===== src/rtl/ecmt_ram.sv =====
module ecmt_ram #(
	parameter int unsigned WIDTH = 8,
	parameter int unsigned DEPTH = 16
) (
	input  logic                     clk,
	input  logic                     we,
	input  logic [$clog2(DEPTH)-1:0] waddr,
	input  logic [WIDTH-1:0]         wdata,
	input  logic [$clog2(DEPTH)-1:0] raddr,
	output logic [WIDTH-1:0]         rdata
);

	logic [WIDTH-1:0] mem_q [DEPTH];
	logic [WIDTH-1:0] rdata_q;

	always_ff @(posedge clk) begin
		if (we) begin
			mem_q[waddr] <= wdata;
		end
		rdata_q <= mem_q[raddr];
	end

	assign rdata = rdata_q;

endmodule


===== config.mk =====
export PLATFORM = sky130hd
export DESIGN_NAME = ecmt_ram
export DESIGN_NICKNAME = d
export VERILOG_FILES = /design/src/rtl/ecmt_ram.sv
export SDC_FILE = /design/constraint.sdc
export NUM_CORES = 1
export LEC_CHECK = 0
export BUFFER_PORTS_ARGS = -buffer_cell sky130_fd_sc_hd__buf_2
export CORE_ASPECT_RATIO = 2
export CORE_MARGIN = 4
export CORE_UTILIZATION = 35
export DETAILED_ROUTE_END_ITERATION = 6
export SETUP_SLACK_MARGIN = 0.15
export SKIP_LAST_GASP = 1
export SYNTH_ARGS = -nofsm -noshare
export SYNTH_HDL_FRONTEND = slang
export SYNTH_SLANG_ARGS = --single-unit

===== constraint.sdc =====
create_clock -name clk -period 3.05 [get_ports clk]
set_clock_uncertainty 0.05 [all_clocks]
set_input_delay 0 -clock clk [delete_from_list [all_inputs] [get_ports clk]]
set_output_delay 0 -clock clk [all_outputs]
set_load 0.02 [all_outputs]

==> out/metrics.yaml, run 1 <==
outcome: "complete, no violations"
min_path_type: "in -> reg"
cp_max_fo: 23
slew_headroom: 0.328
cts_sinks: 136
tritoncts: "yes"
grt_pass1_wl_um: 15400
cts_buffer_depth: 2
syn_nets: 247
crit_buf_inv: 2
slew_viol_final: 0
post-place-ws_ps: 1070
dr.pass1.iters: 4
ant_nets: 0
cts.htree.levels: 4
swShare: 0.215
crit_family: "buffers and inverters"
avgSynthCellArea_um2: 22.5
grt_antenna_before_repair: 0
fin_nets: 295
ir_worst_vdd_mv: 0.321
grt_usage: 0.130
num_vias: 2388
final_cell_mix: "128 x edfxtp_1, 25 x buf_2, 18 x mux4_2"
routabilityCongestion: 0.752
synth-seq-cells: 136
cell_internal_pwr_w: 0.00330
cts_setup_buffers: 0
finalCritPeriodShare: 0.493
place_inst: 442
hpwlAfterDp_um: 6910
antennaDiodeCount: 0
cp.arrival_ps: 1750
p_comb_frac: 0.049
wl_um: 10300
power-per-cell-area_nw_per_um2: 688
initial_core_util: 0.357
io_buffers: 25
synth-warning-count: 0
slowest_stage: "buf_2"
ys_seq_area_frac: 0.778
worstPathCellList: "buf_2 -> buf_4 -> mux4_1 -> a22oi_1 -> nand2_1"
clock_latency_ps: 410
final_common_cell: "edfxtp_1"
finalSetupViolations: 0
power.clock.fraction: 0.451
drc_errors: 0
fin_cells: 482
grt_pass1_vias: 2525
switchingPower_w: 0.000904
critPathCaptureType: "flop"
path_clk_slew_ps: 60
yosysUniqueCellTypes: 19
clock.fmax_ghz: 0.665
p_leak_nw: 2.03
cp-start-kind: "primary input"
drive_gt1_frac: 0.276
cts_hold_repair.buffers: 8
syn_inst: 229
slowest_delay_ps: 580
setup-tns-final_ps: 0
finalHoldViolCount: 0
required_ps: 3300
tightest_slew_ps: 1000
pwr-share-seq: 0.500
ctsResizeCount: 0
floorplan.die.width_um: 93.8
min_period_ps: 1500
rsz0062_at_grt: "false"
numCtsBuffers: 17
worstSetupPathType: "in -> reg"
io_pins: 26
grt-ovfl-total: 0
syn_to_final_growth_pct: 18.6
wl_per_cell_um: 21.3
maxCapViolCount: 0
fp.dieH_um: 180
netlist_area_um2: 5150
via_per_inst: 4.95
drt_iter0_drc: 174
row_count: 62
grt_max_degree: 33
cts_root_buffer: "clkbuf_16"
die_area_um2: 16800
fin_ws_ps: 1550
fp.coreArea_um2: 14400
design_area_um2: 6110
placed_cell_area_um2: 5470
Yosys cell counts, drive strengths merged:
cell type	n	area [um2]
nand2	9	33.8
dfxtp	8	160
and2b	1	7.51
and2	1	6.26
nand2b	2	12.5
mux4	32	773
nand3	1	5.00
buf	7	56.3
nand3b	2	15.0
or3b	1	8.76
nor2	13	48.8
nor3	4	20.0
a22oi	16	120
clkdlybuf4s25	3	30.0
edfxtp	128	3840
nor2b	1	6.26
cells by family after synthesis:
kind of cell | synth area share
AO/OA/AOI/OAI | 0.0233
AND/OR/NAND/NOR | 0.0318
multiplexers | 0.150
buffers and inverters | 0.0168
flip-flops | 0.778
power groups by stage:
| stage | Combinational (W) | Sequential, W | Clock (W) |
|---|---|---|---|
| 3_5_place_dp | 0.000203 | 0.00214 | 0 |
| 6_report | 0.000206 | 0.00210 | 0.00190 |
| 2_1_floorplan | 0.000106 | 0.00215 | 0 |
| 3_3_place_gp | 0.000198 | 0.00214 | 0 |
| 5_1_grt | 0.000224 | 0.00210 | 0.00201 |
| 4_1_cts | 0.000211 | 0.00210 | 0.00193 |
worst paths after layout:
check | startpoint | cells past startpoint | end | slack [ps]
max | raddr[0] | 5 | rdata[2] | 1550
min | waddr[0] | 2 | mem_q[4][5] | 40
max reg2reg | mem_q[1][5] | 3 | rdata[5] | 1650
min reg2reg | mem_q[4][7] | 3 | rdata[7] | 620
through the flow:
stage	hold WS (ps)	total power (W)	utilization
floorplan	48.9	0.00226	-
global placement	330	0.00234	0.379
detailed placement	351	0.00234	0.379
CTS	27.8	0.00425	0.423
global route	44.4	0.00434	0.423
finish	39.3	0.00420	0.423
final cells by class:
cell class                 instances  area, um2
fill                            1301       8320
sequential                       136       4000
multi-input combinational         83       1060
clock buffer                      18        429
timing repair buffer              39        250
tap                              192        240
clock inverter                    14        125
layer usage:
layer  track usage  share of wire
met1         0.137           0.36
met2         0.235           0.58
met3        0.0285          0.029
met4        0.0631          0.022
met5             0              0
flip-flops by register name (all words and copies together) (netlist names):
name / count
mem_q: 128
rdata: 8
No activity file was read; power rests on OpenSTA's default activity.
==> inputs of run 2 (changes only) <==
--- a/config.mk
+++ b/config.mk
@@ -5,6 +5,7 @@
 export SDC_FILE = /design/constraint.sdc
 export NUM_CORES = 1
 export LEC_CHECK = 0
+export ABC_AREA = 1
 export BUFFER_PORTS_ARGS = -buffer_cell sky130_fd_sc_hd__buf_2
 export CORE_ASPECT_RATIO = 2
 export CORE_MARGIN = 4
==> constraint.sdc (replaced) <==
create_clock -name clk -period 1.3 [get_ports clk]
set_clock_uncertainty 0.05 [all_clocks]
set_input_delay 0 -clock clk [delete_from_list [all_inputs] [get_ports clk]]
set_output_delay 0 -clock clk [all_outputs]
set_load 0.02 [all_outputs]
==> out/metrics.yaml, run 2 <==
cp_max_fo: 1
clock_latency_ps: 410
cts_root_buffer: "clkbuf_16"
rsz0062_at_grt: "false"
required_ps: 1550
num_vias: 3754
hpwlAfterDp_um: 8590
floorplan.die.width_um: 98.8
worstSetupPathType: "reg -> reg"
critPathLaunch: "mem_q[9][2]"
finalCritPeriodShare: 0.775
synth-seq-cells: 136
tritoncts: "yes"
critPathCaptureType: "flop"
io_pins: 26
min_path_cells: 5
row_count: 66
cts_sinks: 136
r2r_slack_ps: 290
top_register: "mem_q"
cp-start-kind: "flop"
grt_pass1_vias: 3856
async_reset_ff_frac: 0
min_period_ps: 1010
finalHoldViolCount: 0
ant_nets: 0
tightest_slew_ps: 339
final_common_cell: "nand2_1"
wl_um: 12800
ir_worst_vdd_mv: 0.825
io_buffers: 25
clock.fmax_ghz: 0.992
synth-warning-count: 0
cts_setup_buffers: 0
drt_iter0_drc: 227
reg2reg_from: "mem_q[9][2]"
min_path_type: "in -> reg"
whs_endpoint: "rdata[1]"
dr.pass1.iters: 4
grt_antenna_before_repair: 0
synth_top_area_frac: 0.667
p_leak_nw: 3.01
via_per_inst: 4.56
synth_area_leaders: "edfxtp_1 67%, nand2_1 11%, nand3_1 8.4%, inv_1 6.5%, dfxtp_1 2.8%"
slew_viol_final: 0
ys_seq_area_frac: 0.694
power-per-cell-area_nw_per_um2: 1520
fp.coreArea_um2: 16300
rr_endpoint: "rdata[2]"
numCtsBuffers: 17
hold_path_startpoint: "raddr[2]"
die_area_um2: 18700
grt_max_degree: 54
maxCapViolCount: 0
grt_usage: 0.145
finalSetupViolations: 0
placed_cell_area_um2: 6240
synth_edf_count: 128
ctsResizeCount: 0
synthTopCellsByCount: "173 x nand2_1, 128 x edfxtp_1, 100 x inv_1"
worstRegToRegCells: 6
syn_inst: 551
drc_errors: 0
drive_gt1_frac: 0.137
routabilityCongestion: 0.839
final_cell_mix: "173 x nand2_1, 128 x edfxtp_1, 100 x inv_1"
cp.arrival_ps: 1260
power_w: 0.0106
antennaDiodeCount: 0
yosysMostFrequentCell: "nand2_1"
syn_nets: 569
fp.dieH_um: 190
grt-ovfl-total: 0
syn_to_final_growth_pct: 20.6
design_area_um2: 6960
cts.htree.levels: 4
initial_core_util: 0.354
cts_buffer_depth: 2
cts_hold_repair.buffers: 9
wl_per_cell_um: 15.6
ys.flop_type: "edfxtp_1"
setup-tns-final_ps: 0
netlist_area_um2: 5770
slew_headroom: 0.774
yosysTopAreaCell: "edfxtp_1"
outcome: "complete, no violations"
grt_pass1_wl_um: 20500
fin_nets: 624
path_clk_slew_ps: 60
yosysUniqueCellTypes: 12
avgSynthCellArea_um2: 10.5
largest_reg_flops: 128
==> run 2: changes by cell type in the layout (fill, tap and decap cells not counted), sizes merged, moves of 3 or more <==
cell,before,now
a22oi,16,0
buf,31,51
bufinv,1,4
inv,4,104
mux4,32,0
nand2,9,173
nand3,1,97
nor2,13,17
nor3,4,0
==> run 2: kinds of logic after synthesis <==
logic type	synth area share
and+or+nand+nor	0.210
DFF	0.694
buffers and inverters	0.0952
==> run 2: critical path: stages, from the launching register on <==
cell	delay, ps
edfxtp_1	360
inv_1	60
nand2_1	50
nand3_1	80
nand3_1	130
nand3_1	110
nand2_1	60
==> run 2: worst max path at each step <==
stage | endpoint | cells after the start | slack [ps]
2_1_floorplan | mem_q[10][0] | 2 | 300
6_report | rdata[2] | 6 | 290
5_1_grt | rdata[0] | 6 | 190
3_5_place_dp | rdata[6] | 8 | 170
3_3_place_gp | rdata[6] | 8 | 170
4_1_cts | rdata[1] | 1 | 240
==> run 2: power by group <==
part / switching (W) / internal [W]
Combinational: 0.000438 / 0.000218
Sequential: 0.0000327 / 0.00490
Clock: 0.00177 / 0.00321
Total: 0.00224 / 0.00833
==> run 2: per-layer routing <==
metal,track usage,routed length [um],vias to the layer above
met4,0.0689,331,0
li1,-,-,1880
met2,0.274,7360,78
met5,0,0,-
met1,0.148,4760,1778
met3,0.0305,390,18
==> run 2: area by class of cell <==
cell class                 count  area (um2)
clock buffer                  17         425
clock inverter                15         201
fill                        1488        9310
inverter                     102         383
multi-input combinational    289        1210
sequential                   136        4000
tap                          204         255
timing repair buffer          60         473
==> run 2: through the flow <==
stage	hold WS [ps]	worst slack, ps	instances	utilization
after floorplan	48.9	299	551	-
after global placement	359	167	782	0.383
after detailed placement	369	172	782	0.383
after CTS	70.3	238	823	0.428
after global routing	136	193	823	0.428
final	93.8	292	823	0.428
==> inputs of run 3 (changes only) <==
==> constraint.sdc (replaced) <==
create_clock -name clk -period 1 [get_ports clk]
set_clock_uncertainty 0.05 [all_clocks]
set_input_delay 0 -clock clk [delete_from_list [all_inputs] [get_ports clk]]
set_output_delay 0 -clock clk [all_outputs]
set_load 0.02 [all_outputs]
==> out/metrics.yaml, run 3 (synthesized netlist as in run 2, its figures left out) <==
outcome: "complete, but fails checks"
violations: "hold timing"
tightest_slew_ps: 352
clock_latency_ps: 420
slew_viol_final: 0
maxCapViolCount: 0
final_common_cell: "nand2_1"
wl_per_cell_um: 15.8
drt_iter0_drc: 228
io_pins: 26
via_per_inst: 4.63
hold_path_startpoint: "raddr[3]"
routabilityCongestion: 0.848
cts.htree.levels: 4
fin_ws_ps: 6.17
whs_endpoint: "rdata[5]"
required_ps: 1260
ant_nets: 0
numCtsBuffers: 17
grt_pass1_vias: 3836
finalCritPeriodShare: 0.994
grt_pass1_wl_um: 20600
drc_errors: 0
critPathCaptureType: "flop"
rr_endpoint: "rdata[5]"
grt_usage: 0.149
clock.fmax_ghz: 1.01
antennaDiodeCount: 0
initial_core_util: 0.354
grt_max_degree: 52
p_leak_nw: 3.11
fin_nets: 631
dr.pass1.iters: 4
wl_um: 13100
grt-ovfl-total: 0
fp.dieH_um: 190
min_path_cells: 4
power-per-cell-area_nw_per_um2: 1810
cts_setup_buffers: 0
grt_antenna_before_repair: 0
cp_max_fo: 1
num_vias: 3842
reg2reg_from: "mem_q[4][5]"
power_w: 0.0132
cp.arrival_ps: 1250
row_count: 66
io_buffers: 25
floorplan.die.width_um: 98.8
hpwlAfterDp_um: 9050
min_path_type: "in -> reg"
path_clk_slew_ps: 60
cp-start-kind: "flop"
tritoncts: "yes"
top_register: "mem_q"
die_area_um2: 18700
fin_util: 0.448
rsz0062_at_grt: "true"
r2r_slack_ps: 6
syn_to_final_growth_pct: 26.4
worstRegToRegCells: 6
cts_buffer_depth: 2
worstSetupPathType: "reg -> reg"
ir_worst_vdd_mv: 0.884
cts_root_buffer: "clkbuf_16"
largest_reg_flops: 128
post-place-ws_ps: -157
fp.coreArea_um2: 16300
drive_gt1_frac: 0.228
min_period_ps: 994
slew_headroom: 0.765
finalSetupViolations: 0
fin_hold_ws_ps: -39.7
final_cell_mix: "168 x nand2_1, 128 x edfxtp_1, 98 x inv_1"
cts_sinks: 136
finalHoldViolCount: 2
run 3: changes by cell type in the layout (fill, tap and decap cells not counted), sizes merged:
cell / change
inv: +8
clkinv: -4
buf: +5
dlygate4sd3: +1
dlymetal6s4s: +1
bufinv: -4
run 3: final cells by class:
cell class | instances | area, um2
sequential | 136 | 4020
clock buffer | 17 | 425
inverter | 102 | 383
multi-input combinational | 289 | 1400
tap | 204 | 255
fill | 1460 | 8980
timing repair buffer | 67 | 671
clock inverter | 15 | 133
run 3: timing repair:
item	CTS	global route
hold endpoints to repair	133	2
resized for setup	29	34
pin swaps	22	29
hold buffers	10	1
endpoints found under the setup margin	16	16
run 3: layer usage:
metal	routed length (um)	part of all wire	global-route usage	vias to the layer above
met3	436	0.033	0.0275	20
met1	4560	0.35	0.153	1833
li1	-	-	-	1905
met4	467	0.036	0.0810	0
met2	7650	0.58	0.277	84
met5	0	0	0	-
run 3: worst max-delay path, cell delays in order (launching register included):
cell and delay [ps]:
edfxtp_1 360, inv_1 70, nand2_1 70, nand3_2 100
nand3_2 90, nand3_2 80, nand2_2 60
run 3: where the power goes:
group	leakage (nW)	internal [W]	switching, W	total [W]
Combinational	1.62	0.000371	0.000616	0.000988
Sequential	1.22	0.00638	0.0000557	0.00643
Clock	0.267	0.00326	0.00253	0.00580
Total	3.11	0.0100	0.00321	0.0132
run 3: stage by stage:
stage	setup TNS [ps]	std cells	area, um2
2_1_floorplan	0	551	5790
3_3_place_gp	-8660	787	6390
3_5_place_dp	-10670	787	6390
4_1_cts	-45.3	829	7130
5_1_grt	-249	830	7290
6_report	0	830	7290
run 3: worst max-delay path by stage:
stage	start	end	slack, ps	depth (start not counted)
final	mem_q[4][5]	rdata[5]	6	6
after floorplan	waddr[0]	mem_q[0][0]	20	3
after global placement	waddr[1]	mem_q[1][0]	-140	5
after global routing	mem_q[4][5]	rdata[5]	-60	6
after detailed placement	waddr[1]	mem_q[1][0]	-160	5
after CTS	mem_q[5][5]	rdata[5]	-20	6
